$ cat config.mk
export PLATFORM = sky130hd
export DESIGN_NAME = double_ended_queue
export DESIGN_NICKNAME = d
export VERILOG_FILES = /design/src/deq_pkg.sv /design/src/double_ended_queue.sv /design/src/deq_ctrl.sv /design/src/deq_datapath.sv
export SDC_FILE = /design/constraint.sdc
export NUM_CORES = 1
export LEC_CHECK = 0
export ABC_AREA = 1
export BUFFER_PORTS_ARGS = -buffer_cell sky130_fd_sc_hd__buf_4
export CAP_MARGIN = 20
export CORE_ASPECT_RATIO = 0.8
export CORE_UTILIZATION = 45
export DETAILED_ROUTE_END_ITERATION = 10
export HOLD_SLACK_MARGIN = 0.1
export SLEW_MARGIN = 20
export SYNTH_ARGS = -nofsm -noshare
export SYNTH_HDL_FRONTEND = slang
export SYNTH_SLANG_ARGS = --single-unit
$ cat constraint.sdc
create_clock -name clk -period 13.9 [get_ports clk]
set_clock_uncertainty 0.2 [all_clocks]
set_input_delay 1.39 -clock clk [delete_from_list [all_inputs] [get_ports clk]]
set_output_delay 1.39 -clock clk [all_outputs]
set_load 0.005 [all_outputs]
$ cat src/deq_pkg.sv
// shared types and codes for the double-ended queue
// no dependencies
`default_nettype none

package deq_pkg;

  // default sizes
  localparam int DEQ_DEPTH      = 16;
  localparam int DEQ_DATA_WIDTH = 32;

  // request operation codes
  localparam logic [1:0] OP_PUSH_RIGHT = 2'd0;
  localparam logic [1:0] OP_PUSH_LEFT  = 2'd1;
  localparam logic [1:0] OP_POP_RIGHT  = 2'd2;
  localparam logic [1:0] OP_POP_LEFT   = 2'd3;

  // result status codes
  localparam logic [1:0] ST_DONE  = 2'd0;
  localparam logic [1:0] ST_EMPTY = 2'd1;
  localparam logic [1:0] ST_FULL  = 2'd2;

  // controller to datapath commands
  typedef struct packed {
    logic exec;      // request accepted: access memory, update pointers
    logic load_out;  // move the staged result into the output register
  } deq_cmd_t;

endpackage

`default_nettype wire

$ cat src/double_ended_queue.sv
// Double-ended queue of signed DATA_WIDTH-bit words held in a ring of DEPTH
// entries; built from deq_ctrl and deq_datapath, types from deq_pkg. Each
// request pushes or pops at the right or left end and returns one result with
// the popped word (zero unless a pop succeeded), a status (done, pop on empty,
// push on full dropped) and the fill count after the request. The ring memory
// is written or read at the acceptance edge, and the registered read data
// moves into the output register once that register is free; no new request
// is taken until the staged result has moved there. A new request is accepted
// while a previous result still waits in the output register; its result then
// waits until that register is free.
`default_nettype none

module double_ended_queue #(
  parameter int DEPTH      = deq_pkg::DEQ_DEPTH,
  parameter int DATA_WIDTH = deq_pkg::DEQ_DATA_WIDTH
) (
  input  wire logic                          clk,
  input  wire logic                          rst,
  input  wire logic                          in_valid,
  output logic                               in_ready,
  input  wire logic [1:0]                    op,
  input  wire logic signed [DATA_WIDTH-1:0]  push_value,
  output logic                               out_valid,
  input  wire logic                          out_ready,
  output logic signed [DATA_WIDTH-1:0]       pop_value,
  output logic [1:0]                         status,
  output logic [$clog2(DEPTH+1)-1:0]         fill_count
);
  import deq_pkg::*;

  deq_cmd_t cmd;

  // request sequencing
  deq_ctrl u_ctrl (
    .clk       (clk),
    .rst       (rst),
    .in_valid  (in_valid),
    .in_ready  (in_ready),
    .out_valid (out_valid),
    .out_ready (out_ready),
    .cmd       (cmd)
  );

  // storage and pointers
  deq_datapath #(
    .DEPTH      (DEPTH),
    .DATA_WIDTH (DATA_WIDTH)
  ) u_dp (
    .clk        (clk),
    .rst        (rst),
    .cmd        (cmd),
    .op         (op),
    .push_value (push_value),
    .pop_value  (pop_value),
    .status     (status),
    .fill_count (fill_count)
  );

endmodule

`default_nettype wire

$ cat src/deq_ctrl.sv
// request sequencing and output handshake for the double-ended queue
// depends on deq_pkg
`default_nettype none

module deq_ctrl (
  input  wire logic             clk,
  input  wire logic             rst,
  input  wire logic             in_valid,
  output logic                  in_ready,
  output logic                  out_valid,
  input  wire logic             out_ready,
  output deq_pkg::deq_cmd_t     cmd
);
  import deq_pkg::*;

  localparam logic S_IDLE   = 1'b0;
  localparam logic S_FINISH = 1'b1;

  logic state;
  logic state_next;
  logic out_valid_next;

  // command decode
  always_comb begin
    in_ready     = (state == S_IDLE);
    cmd.exec     = in_valid && in_ready;
    cmd.load_out = (state == S_FINISH) && (!out_valid || out_ready);
  end

  // next state and output valid
  always_comb begin
    state_next = state;
    case (state)
      S_IDLE: begin
        if (cmd.exec) state_next = S_FINISH;
      end
      S_FINISH: begin
        if (cmd.load_out) state_next = S_IDLE;
      end
      default: state_next = S_IDLE;
    endcase
    if (cmd.load_out) begin
      out_valid_next = 1'b1;
    end else if (out_ready) begin
      out_valid_next = 1'b0;
    end else begin
      out_valid_next = out_valid;
    end
  end

  always_ff @(posedge clk) begin
    if (rst) begin
      state     <= S_IDLE;
      out_valid <= 1'b0;
    end else begin
      state     <= state_next;
      out_valid <= out_valid_next;
    end
  end

endmodule

`default_nettype wire

$ cat src/deq_datapath.sv
// ring memory, front pointer, entry count and result registers of the deque
// depends on deq_pkg
`default_nettype none

module deq_datapath #(
  parameter int DEPTH      = deq_pkg::DEQ_DEPTH,
  parameter int DATA_WIDTH = deq_pkg::DEQ_DATA_WIDTH
) (
  input  wire logic                          clk,
  input  wire logic                          rst,
  input  wire deq_pkg::deq_cmd_t             cmd,
  input  wire logic [1:0]                    op,
  input  wire logic signed [DATA_WIDTH-1:0]  push_value,
  output logic signed [DATA_WIDTH-1:0]       pop_value,
  output logic [1:0]                         status,
  output logic [$clog2(DEPTH+1)-1:0]         fill_count
);
  import deq_pkg::*;

  localparam int PW = $clog2(DEPTH);
  localparam int CW = $clog2(DEPTH + 1);
  localparam int SW = CW + 1;

  logic [DATA_WIDTH-1:0] mem [DEPTH];

  logic [PW-1:0]         front;
  logic [PW-1:0]         front_next;
  logic [CW-1:0]         count;
  logic [CW-1:0]         count_next;

  logic                  is_pop;
  logic                  full;
  logic                  empty;
  logic [SW-1:0]         right_raw;
  logic [PW-1:0]         right_slot;
  logic [PW-1:0]         front_dec;
  logic [PW-1:0]         front_inc;
  logic [PW-1:0]         slot;
  logic                  wr_en;
  logic                  rd_en;
  logic [1:0]            res_code;

  logic [DATA_WIDTH-1:0] rd_data;
  logic                  rd_ok;
  logic [1:0]            res_status;
  logic [CW-1:0]         res_fill;

  // address and pointer arithmetic for the request on the input ports
  always_comb begin
    is_pop     = (op == OP_POP_RIGHT) || (op == OP_POP_LEFT);
    full       = (count == CW'(DEPTH));
    empty      = (count == '0);
    // right end: front + count for a push, front + count - 1 for a pop
    right_raw  = SW'(front) + SW'(count) - SW'(is_pop);
    right_slot = (right_raw >= SW'(DEPTH)) ? PW'(right_raw - SW'(DEPTH)) : PW'(right_raw);
    front_dec  = (front == '0) ? PW'(DEPTH - 1) : front - PW'(1);
    front_inc  = (front == PW'(DEPTH - 1)) ? '0 : front + PW'(1);

    slot       = right_slot;
    wr_en      = 1'b0;
    rd_en      = 1'b0;
    front_next = front;
    count_next = count;
    res_code   = ST_DONE;
    case (op)
      OP_PUSH_RIGHT: begin
        if (full) begin
          res_code = ST_FULL;
        end else begin
          wr_en      = 1'b1;
          count_next = count + CW'(1);
        end
      end
      OP_PUSH_LEFT: begin
        if (full) begin
          res_code = ST_FULL;
        end else begin
          slot       = front_dec;
          wr_en      = 1'b1;
          front_next = front_dec;
          count_next = count + CW'(1);
        end
      end
      OP_POP_RIGHT: begin
        if (empty) begin
          res_code = ST_EMPTY;
        end else begin
          rd_en      = 1'b1;
          count_next = count - CW'(1);
        end
      end
      OP_POP_LEFT: begin
        if (empty) begin
          res_code = ST_EMPTY;
        end else begin
          slot       = front;
          rd_en      = 1'b1;
          front_next = front_inc;
          count_next = count - CW'(1);
        end
      end
      default: res_code = ST_DONE;
    endcase
  end

  // pointer and count registers
  always_ff @(posedge clk) begin
    if (rst) begin
      front <= '0;
      count <= '0;
    end else if (cmd.exec) begin
      front <= front_next;
      count <= count_next;
    end
  end

  // ring memory, one access per request
  always_ff @(posedge clk) begin
    if (cmd.exec && wr_en) mem[slot] <= $unsigned(push_value);
    if (cmd.exec && rd_en) rd_data <= mem[slot];
  end

  // staged result and output register
  always_ff @(posedge clk) begin
    if (cmd.exec) begin
      rd_ok      <= rd_en;
      res_status <= res_code;
      res_fill   <= count_next;
    end
    if (cmd.load_out) begin
      pop_value  <= rd_ok ? $signed(rd_data) : '0;
      status     <= res_status;
      fill_count <= res_fill;
    end
  end

endmodule

`default_nettype wire

Yosys cells after proc, flatten, opt, wreduce, memory -nomap -nowiden:

Memories as Yosys holds them, arrays and structs flattened. A register that Yosys moved wholly into a read port is not among the register bits.
Index checks and enable logic that the tools add are counted.

* register bits after elaboration: 58
* memory bits (writable): 512
* bits of input ports: 38
* output and inout bits: 41
* memories kept: 1

Memories
* u_dp.mem: depth 16, width 32, rd ports 1, clocked after memory_dff 1, write ports 1, line deq_datapath.sv:24 `logic [DATA_WIDTH-1:0] mem [DEPTH];`

* add/sub/neg operators: 7
* order comparisons: 1
* equal/unequal tests: 7
* multiplexer cells: 26
* bitwise operators: 1
* reductions and logical operators: 15

Operator list (number)
* 4-bit two-way mux: 7
* 4-bit case mux with 2 select lines: 2
* 1-bit two-way mux: 11
* 5-bit two-way mux: 2
* 5-bit case mux with 2 select lines: 1
* 4-bit by 1-bit subtractor with 4-bit output (second input constant): 2
* 4-bit by 5-bit adder with 6-bit output: 1
* 6-bit by 5-bit greater-or-equal comparator with 1-bit output (second input constant): 1
* 6-bit by 1-bit subtractor with 6-bit output: 1
* 5-bit by 1-bit adder with 5-bit output (second input constant): 1
* 5-bit equality test (second input constant): 1
* 5-bit zero test: 1
* 5-bit by 1-bit subtractor with 5-bit output (second input constant): 1
* 4-bit by 1-bit adder with 4-bit output (second input constant): 1
* 2-bit equality test (second input constant): 2
* 4-bit equality test (second input constant): 1
* 1-bit logical AND: 4
* 4-bit zero test: 1
* 2-bit inequality test (second input constant): 2
* 2-bit case mux with 2 select lines: 1
* 4-bit AND reduction: 1
* 2-bit nonzero test: 2
* 2-bit OR reduction: 2
* 2-bit by 1-bit equality test with 1-bit output (second input constant): 1
* other kinds (6): 7

Logic depth before layout (Yosys ltp):

Gate-level depths: netlist of the first run.

* depth in word-level cells: 7
* gate-level depth with buffers: 20
* gate-level depth less buffers: 18

Cells and area by module:

A second synthesis of the first run with hierarchy kept.

* cell total of the unflattened synthesis: 2461
* area, all modules: 26101.3 µm²

Modules (own cells, without submodules)
* deq_datapath: instances 1, cells an instance 2449, area an instance 26009.9 µm², seq. area each 17927.2 µm²
* deq_ctrl: instances 1, cells an instance 12, area an instance 91.3 µm², seq. area each 40.0 µm²

Worst setup path before layout of the first run:

No wires, ideal clock.

* path type: in2reg
* start point: input port op[1]
* end point: memory u_dp.mem[14][0] in the netlist's numbering (enable)
* library setup time: 421 ps
* arrival: 4762 ps
* slack: 8517 ps
* cell stages on the path: 12
* buffers on the path: 3
* path through: clkbuf_1 > ha_1 > inv_1 > ha_1 > fa_1 > inv_1 > o211ai_2 > nor2b_2 > buf_2 > buf_2 > nand3_1 > nor2_1

* longest elaborated chain between the ends: 7
* elaborated cells between the ends (all ways): 17
* those cells by class: 2 x add/sub; 1 x order compare; 3 x eq/ne; 7 x mux; 4 x reduce/logical

Ends and longest elaborated chain
* from (decl): line double_ended_queue.sv:21 `input wire logic [1:0] op,`
* 2-bit equality test (on tied branches): line deq_datapath.sv:50, deq_datapath.sv:65
* 1-bit logical OR: line deq_datapath.sv:50 `is_pop = (op == OP_POP_RIGHT) || (op == OP_POP_LEFT);`
* 6-bit by 1-bit subtractor with 6-bit output: line deq_datapath.sv:54 `right_raw = SW'(front) + SW'(count) - SW'(is_pop);`
* 6-bit by 5-bit greater-or-equal comparator with 1-bit output or 4-bit by 1-bit subtractor with 4-bit output (tied branches): line deq_datapath.sv:55 `right_slot = (right_raw >= SW'(DEPTH)) ? PW'(right_raw - SW'(DEPTH)) : PW'(right_raw);`
* 4-bit two-way mux: line deq_datapath.sv:55
* 4-bit two-way mux (on tied branches): line deq_datapath.sv:93, deq_datapath.sv:75
* 4-bit case mux with 2 select lines: line deq_datapath.sv:65 `case (op)`
* to (decl): line deq_datapath.sv:24

Parallel ways exist; a longest one is shown, timed or not.

Worst setup path after layout of the first run:

* start point: input port op[1]
* end point: memory u_dp.mem[10][6] in the netlist's numbering (enable)

The elaborated chain is that of the path after synthesis.

==> results of run 1 <==
[sequential cells by signal (all words and copies together) (netlist names)]
name	flops
u_dp.res_status	2
u_dp.rd_data	32
u_dp.fill_count	5
u_dp.front	4
u_dp.pop_value	32
u_dp.status	2
u_dp.mem	512
u_ctrl.state	1
u_dp.count	5
u_dp.rd_ok	1
u_dp.res_fill	5
u_ctrl.out_valid	1
[worst max-delay path: cells and delay by family]
family	cells	cell delay [ns]
simple gates	3	1.45
buf+inv	5	1.42
fa+ha+maj	3	1.01
compound gates	1	0.17
[power breakdown]
group	leakage (nW)	switching (mW)	total, mW	internal [mW]
Combinational	5.69	0.705	0.978	0.272
Clock	0.938	0.682	1.60	0.916
Sequential	5.45	0.0212	2.10	2.08
Total	12.1	1.41	4.68	3.27
[placed cells by master, fill, tap and decap left out, types with 2 or more instances in the layout]
cell,count
inv_1,109
buf_4,98
buf_16,12
nor2_1,13
xnor2_1,3
inv_2,28
buf_12,2
a21oi_1,9
clkinv_2,12
o21ai_1,2
ha_1,11
nand3_4,4
bufinv_16,7
dfxtp_1,11
clkbuf_1,10
a211oi_1,6
edfxtp_1,591
nor2_4,20
nand3_2,2
nand2_1,1193
o21ai_0,7
nand3_1,15
clkbuf_16,60
clkinv_1,17
nand4_1,259
xor2_1,6
[routing by layer]
metal  share of wire  wire, um
met1            0.45     30800
met2            0.46     31000
met3           0.070      4750
met4           0.020      1350
met5               0         0
[cell usage after synthesis, drive strengths merged]
| library cell | n | area share |
|---|---|---|
| nor2 | 33 | 0.0054 |
| nand3 | 21 | 0.0055 |
| o21ai | 9 | 0.0017 |
| o211ai | 2 | 0.00077 |
| ha | 11 | 0.0053 |
| a21boi | 1 | 0.00029 |
| inv | 137 | 0.020 |
| nand3b | 1 | 0.00029 |
| dfxtp | 11 | 0.0084 |
| nand2 | 1195 | 0.17 |
| xor2 | 6 | 0.0020 |
| nand4 | 259 | 0.062 |
| buf | 112 | 0.022 |
| edfxtp | 591 | 0.68 |
| a211oi | 6 | 0.0017 |
| clkbuf | 48 | 0.0069 |
| a21oi | 11 | 0.0023 |
| o22ai | 1 | 0.00024 |
| fa | 1 | 0.00077 |
| clkinv | 1 | 0.00014 |
| xnor2 | 3 | 0.0010 |
| o221ai | 1 | 0.00034 |
| a221oi | 1 | 0.00034 |
| or2 | 1 | 0.00024 |
| nor2b | 1 | 0.00034 |
[cell families (layout without fill, tap and decap cells)]
| group | Yosys count | in the layout | synth area share |
|---|---|---|---|
| AO/OA/AOI/OAI | 32 | 32 | 0.00767 |
| XOR/XNOR | 9 | 9 | 0.00302 |
| flip-flops | 602 | 602 | 0.688 |
| adder cells (fa/ha/maj) | 12 | 12 | 0.00604 |
| buffers and inverters | 298 | 361 | 0.0493 |
| AND/OR/NAND/NOR | 1511 | 1511 | 0.246 |
[through the flow]
step / power [mW] / worst slack, ns / area [um2] / std cells / hold slack [ns]
after floorplan: 2.80 / 8.52 / 26100 / 2464 / 0.200
after global placement: 3.09 / 7.89 / 27300 / 3165 / 0.203
after detailed placement: 3.12 / 7.88 / 27600 / 3178 / 0.205
after CTS: 4.71 / 8.52 / 29500 / 3287 / 0.219
after global routing: 4.89 / 8.30 / 29500 / 3287 / 0.233
final: 4.68 / 8.47 / 29500 / 3287 / 0.217
[worst paths after layout]
| path | from | end | slack [ns] | cells after the start |
|---|---|---|---|---|
| max | op[1] | u_dp.mem[10][6]$_DFFE_PP_ | 8.47 | 12 |
| min | u_dp.res_fill[2]$_DFFE_PP_ | u_dp.fill_count[2]$_DFFE_PP_ | 0.22 | 0 |
| max reg2reg | u_dp.front[0]$_SDFFE_PP0P_ | u_dp.mem[10][6]$_DFFE_PP_ | 8.77 | 12 |
| min reg2reg | u_dp.res_fill[2]$_DFFE_PP_ | u_dp.fill_count[2]$_DFFE_PP_ | 0.22 | 0 |
[area by class of cell]
class | count | share of cell area
Clock buffer | 70 | 0.0521
Clock inverter | 39 | 0.0126
Inverter | 138 | 0.0175
Multi-Input combinational cell | 1564 | 0.238
Sequential cell | 602 | 0.609
Tap cell | 760 | 0.0322
Timing Repair Buffer | 114 | 0.0384
==> flow_summary.toml, run 1 <==
[power]
leakage_nw = 12.1
vdd_drop_max_v = 0.000102
powerDensity_nw_per_um2 = 158

[routing]
viasPerCell = 5.44
wire_per_inst_um = 20.6
drcViolationCount = 0
drtPass1Iterations = 6
ant_nets = 0
wl_um = 67800
drt_iter0_markers = 1844
num_vias = 17900

[sta]
period_needed_ns = 5.43
period_share = 0.390
tightest_slew_ns = 1.17
rsz0062_at_grt = "false"
fin_tns_setup_ns = 0
slew_viol_final = 0
setup_viol = 0
relSlewSlack = 0.219
max_freq_mhz = 184
hold_viol = 0

[cts]
clockBufferDepth = 3
root_buffer = "clkbuf_16"
cts_made_buffers = 59
clock_latency_ns = 0.63
h-tree-depth = 2
cts_resized = 0
cts_sinks = 602
cts_tree = "done"
post_cts.repair.setup_buffers = 0
cts.clk_slew.worst_paths_ns = 0.06
cts_hold_buf = 0

[setup_path]
crit_required_ns = 13.97
critPathKind = "in -> reg"
critPathSlowestCell = "nor2_4"
crit_path_start_kind = "input pin"
end_kind = "register"
cp_max_fo = 70
path_common_cell = "buf_4"
crit_arrival_ns = 5.50
path_cells = "buf_4, ha_1, inv_1, ha_1, fa_1, inv_1, o211ai_2, nor2b_4, buf_4, nand3_1, nor2_4, buf_4"
cpPeakStageDelay_ns = 0.74

[global_routing]
track_usage = 0.231
grtUsageMet1 = 0.340
grt_max_degree = 205
grt_pass1_vias = 17300
met3_usage = 0.0345
grt_pass1_wl_um = 105000
antenna_found_initial = 0
overflow = 0
met2_usage = 0.358
top_usage_layer = "met2"

[floorplan]
coreArea_um2 = 57000
start_util = 0.458
ios = 79
die_y_um = 217
chipWidth_um = 271
num_rows = 78
dieArea_um2 = 59000

[synth]
synth_area_um2 = 26100
post_synth.cell_area_avg_um2 = 10.6
synth_nets = 2514
synth_cell_types = 37
synth-seq-cells = 602
synth_cells = 2464
yosysWarnings = 0
ys_seq_area_frac = 0.688

[run_status]
outcome = "finished clean"

[cells_and_area]
area_growth_pct = 13.1
finalNetCount = 2529
regArea_um2 = 18000
multiInputGateArea_um2 = 7040
nFillCells = 5041
drive_gt1_frac = 0.102
insertedDiodeCount = 0
fin_util = 0.518

[run]
cap_violations = 0

[min_path]
hp-class = "reg -> reg"

[placement]
io_buffers = 78
routabilityCongestion = 0.821
dp_hpwl_um = 35900
Power figures use the tool's default switching activity.
==> run 2: changes to the inputs <==
clock period = 5.45 ns   (was 13.9 ns; I/O delays follow)
==> run 2 against run 1 <==
Against the previous run: clock-buffer cell count up 2; clock power up 150%; sequential cell count unchanged; via count about the same; die area unchanged.
==> flow_summary.toml, run 2 (same netlist as run 1, synthesis figures left out) <==
[setup_path]
end_kind = "register"
crit_end = "u_dp.rd_data[15]$_DFFE_PP_"
rr_worst_depth = 16
critPathKind = "in -> reg"
crit_path_start_kind = "input pin"
critical_path.startpoint = "op[1]"
r2r_slack_ns = 1.10
worstReg2RegEnd = "u_dp.rd_data[15]$_DFFE_PP_"
crit_required_ns = 5.73
crit_arrival_ns = 4.66
cp_max_fo = 95
r2r_start = "u_dp.front[0]$_SDFFE_PP0P_"

[sta]
rsz0062_at_grt = "false"
tightest_slew_ns = 1.13
max_freq_mhz = 228
fin_hold_ws_ns = 0.216
slew_viol_final = 0
period_needed_ns = 4.38
hold_viol = 0
relSlewSlack = 0.246
setup_ws_ns = 1.07
period_share = 0.804
setup_viol = 0
fin_tns_setup_ns = 0

[cts]
cts.clk_slew.worst_paths_ns = 0.06
clock_latency_ns = 0.62
cts_resized = 0
root_buffer = "clkbuf_16"
cts_tree = "done"
cts_made_buffers = 59
cts_sinks = 602
post_cts.repair.setup_buffers = 0
clockBufferDepth = 3
h-tree-depth = 2

[cells_and_area]
final-instance-count-excl-fill = 3328
area_growth_pct = 13.9
finalInstanceArea_um2 = 29700
finalNetCount = 2572
top_regs = "u_dp.mem x512, u_dp.pop_value x32, u_dp.rd_data x32"
largest_reg_flops = 512
fin_util = 0.522
top_register = "u_dp.mem"
final_cell_mix = "nand2_1 (1193), edfxtp_1 (591), nand4_1 (259)"
layout_commonest_cell = "nand2_1"
drive_gt1_frac = 0.102

[routing]
wl_um = 67400
drcViolationCount = 0
ant_nets = 0
wire_per_inst_um = 20.3
num_vias = 17900
drt_iter0_markers = 1729
drtPass1Iterations = 5
viasPerCell = 5.37

[floorplan]
die_y_um = 217
ios = 79
dieArea_um2 = 59000
coreArea_um2 = 57000
chipWidth_um = 271
start_util = 0.458
num_rows = 78

[placement]
io_buffers = 78
pre_cts_ws_ns = 1.12
dp_cells = 3183
place_area_um2 = 27500
routabilityCongestion = 0.809
dp_hpwl_um = 36400

[power]
leakage_nw = 12.2
vdd_drop_max_v = 0.000266
powerDensity_nw_per_um2 = 396
p_total_mw = 11.8

[global_routing]
grt_pass1_vias = 17500
track_usage = 0.230
grt_pass1_wl_um = 105000
antenna_found_initial = 0
overflow = 0
grt_max_degree = 143

[run]
cap_violations = 0

[run_status]
outcome = "finished clean"

[min_path]
hp-class = "reg -> reg"
## run 2: where the power goes
group / internal [mW] / switching (mW)
Sequential: 5.31 / 0.0552
Combinational: 0.687 / 1.78
Clock: 2.22 / 1.72
Total: 8.21 / 3.55
## run 2: cell type report
class / instances / area (um2)
diodes: 1 / 2.50
clock buffers: 72 / 1570
clock inverters: 34 / 264
fillers: 5034 / 27300
inverters: 138 / 518
multi-input cells: 1564 / 7040
flip-flops and latches: 602 / 18000
well taps: 760 / 951
repair buffers: 157 / 1430
## run 2: layer usage
| layer | global-route usage | routed length, um |
|---|---|---|
| met1 | 0.332 | 30400 |
| met2 | 0.363 | 31500 |
| met3 | 0.0308 | 4080 |
| met4 | 0.0708 | 1480 |
| met5 | 0 | 0 |
## run 2: worst min-delay path by stage
| stage | from | end | slack [ns] | cells past startpoint |
|---|---|---|---|---|
| 3_5_place_dp | u_dp.res_fill[4]$_DFFE_PP_ | u_dp.fill_count[4]$_DFFE_PP_ | 0.20 | 0 |
| 4_1_cts | u_dp.res_fill[4]$_DFFE_PP_ | u_dp.fill_count[4]$_DFFE_PP_ | 0.22 | 0 |
| 3_3_place_gp | u_dp.res_fill[2]$_DFFE_PP_ | u_dp.fill_count[2]$_DFFE_PP_ | 0.21 | 0 |
| 2_1_floorplan | u_dp.res_fill[0]$_DFFE_PP_ | u_dp.fill_count[0]$_DFFE_PP_ | 0.20 | 0 |
| 6_report | u_dp.res_fill[4]$_DFFE_PP_ | u_dp.fill_count[4]$_DFFE_PP_ | 0.22 | 0 |
| 5_1_grt | u_dp.res_status[1]$_SDFFCE_PN0P_ | u_dp.status[1]$_DFFE_PP_ | 0.22 | 0 |
## run 2: repair_timing
| item | in CTS | in global routing |
|---|---|---|
| hold buffers | 36 | 0 |
| hold endpoints to repair | 523 | 0 |
| setup endpoints to repair | 0 | 0 |
## run 2: critical path: stages
cell and delay [ns]:
dlygate4sd3_1 0.56, buf_4 0.17, ha_1 0.27, inv_1 0.04
ha_1 0.28, nand4_1 0.15, nand3_4 0.15, buf_4 0.59
buf_4 0.90, nand4_1 0.20, nand2_1 0.13, nand2_1 0.06
nand2_1 0.08, nand2_1 0.05, nand2_1 0.15, inv_1 0.06
nand2_1 0.08
==> run 3: changes to the inputs <==
clock period = 3.79 ns   (was 5.45 ns; I/O delays follow)
==> run 3 against run 2 <==
Against the previous run: final cell count increased by 0.72%; non-clock buffer count is 19 higher; via count increased by 0.89%; sequential cell count stayed put; critical path depth shrank 5.
==> flow_summary.toml, run 3 (same netlist as run 1, synthesis figures left out) <==
[cts]
clockBufferDepth = 3
cts_made_buffers = 59
clock_latency_ns = 0.62
cts.clk_slew.worst_paths_ns = 0.06
cts_tree = "done"
post_cts.repair.setup_buffers = 0
root_buffer = "clkbuf_16"
h-tree-depth = 2
cts_sinks = 602

[routing]
ant_nets = 0
drcViolationCount = 0
drtPass1Iterations = 5
num_vias = 18000
wl_um = 66200
wire_per_inst_um = 19.8
drt_iter0_markers = 1527
viasPerCell = 5.38

[setup_path]
crit_path_start_kind = "register"
crit_required_ns = 3.88
critPathKind = "reg -> reg"
crit_arrival_ns = 3.67
cp_max_fo = 32
end_kind = "register"

[cells_and_area]
area_growth_pct = 16.3
insertedDiodeCount = 0
top_regs = "u_dp.mem x512, u_dp.pop_value x32, u_dp.rd_data x32"
layout_commonest_cell = "nand2_1"
largest_reg_flops = 512
top_register = "u_dp.mem"
regArea_um2 = 18000
nFillCells = 4907
drive_gt1_frac = 0.115
fin_util = 0.533
final-instance-count-excl-fill = 3352
multiInputGateArea_um2 = 7040
final_cell_mix = "nand2_1 (1193), edfxtp_1 (591), nand4_1 (259)"
finalNetCount = 2591
finalInstanceArea_um2 = 30400

[run_status]
outcome = "finished clean"

[floorplan]
start_util = 0.458
chipWidth_um = 271
die_y_um = 217
coreArea_um2 = 57000
ios = 79
num_rows = 78
dieArea_um2 = 59000

[placement]
routabilityCongestion = 0.813
pre_cts_ws_ns = 0.232
io_buffers = 78
place_area_um2 = 27900
dp_cells = 3203
dp_hpwl_um = 34600

[global_routing]
track_usage = 0.226
grt_pass1_wl_um = 103000
grt_pass1_vias = 17600
grt_max_degree = 163
antenna_found_initial = 0
overflow = 0

[sta]
setup_viol = 0
tightest_slew_ns = 0.871
period_needed_ns = 3.58
period_share = 0.945
hold_viol = 0
relSlewSlack = 0.419
fin_hold_ws_ns = 0.222
fin_tns_setup_ns = 0
setup_ws_ns = 0.207
slew_viol_final = 0
rsz0062_at_grt = "false"
max_freq_mhz = 279

[run]
cap_violations = 0

[power]
powerDensity_nw_per_um2 = 576
leakage_nw = 12.5
p_total_mw = 17.5
vdd_drop_max_v = 0.000393

[min_path]
hp-class = "reg -> reg"
## run 3: area by class of cell
type	instances	share of cell area
Multi-Input combinational cell	1564	0.232
Timing Repair Buffer	176	0.0602
Clock inverter	41	0.0152
Clock buffer	71	0.0528
Inverter	138	0.0171
Sequential cell	602	0.592
Tap cell	760	0.0313
## run 3: where the power goes
part / internal (mW) / switching (mW) / total (mW)
sequential: 7.63 / 0.0725 / 7.70
clock: 3.63 / 2.56 / 6.19
combinational: 1.08 / 2.54 / 3.61
## run 3: what timing repair did
item / in CTS / in global routing
hold buffers: 37 / 0
endpoints found under the setup margin: 0 / 1
resized for setup: 0 / 2
endpoints found under the hold margin: 532 / 0
## run 3: per-layer routing
layer / GRT usage / wire length (um) / share of wire / vias to the layer above
li1: - / - / - / 8539
met1: 0.316 / 30200 / 0.46 / 8854
met2: 0.376 / 31300 / 0.47 / 544
met3: 0.0263 / 3470 / 0.052 / 93
met4: 0.0569 / 1270 / 0.019 / 0
met5: 0 / 0 / 0 / -
## run 3: final timing paths
kind,start,to,slack (ns),depth (start not counted)
min,u_dp.res_fill[4]$_DFFE_PP_,u_dp.fill_count[4]$_DFFE_PP_,0.22,0
max,u_dp.front[0]$_SDFFE_PP0P_,u_dp.mem[3][14]$_DFFE_PP_,0.21,12
max reg2reg,u_dp.front[0]$_SDFFE_PP0P_,u_dp.mem[3][14]$_DFFE_PP_,0.21,12
min reg2reg,u_dp.res_fill[4]$_DFFE_PP_,u_dp.fill_count[4]$_DFFE_PP_,0.22,0
## run 3: worst max-delay path, cell delays in order, from the launching register on
cell	delay, ns
dfxtp_1	0.38
inv_1	0.16
ha_1	0.31
inv_1	0.04
ha_1	0.22
fa_1	0.54
inv_1	0.06
o211ai_2	0.18
o211ai_1	0.26
nor2_1	0.17
nand2_1	0.26
nor2_4	0.20
buf_12	0.27
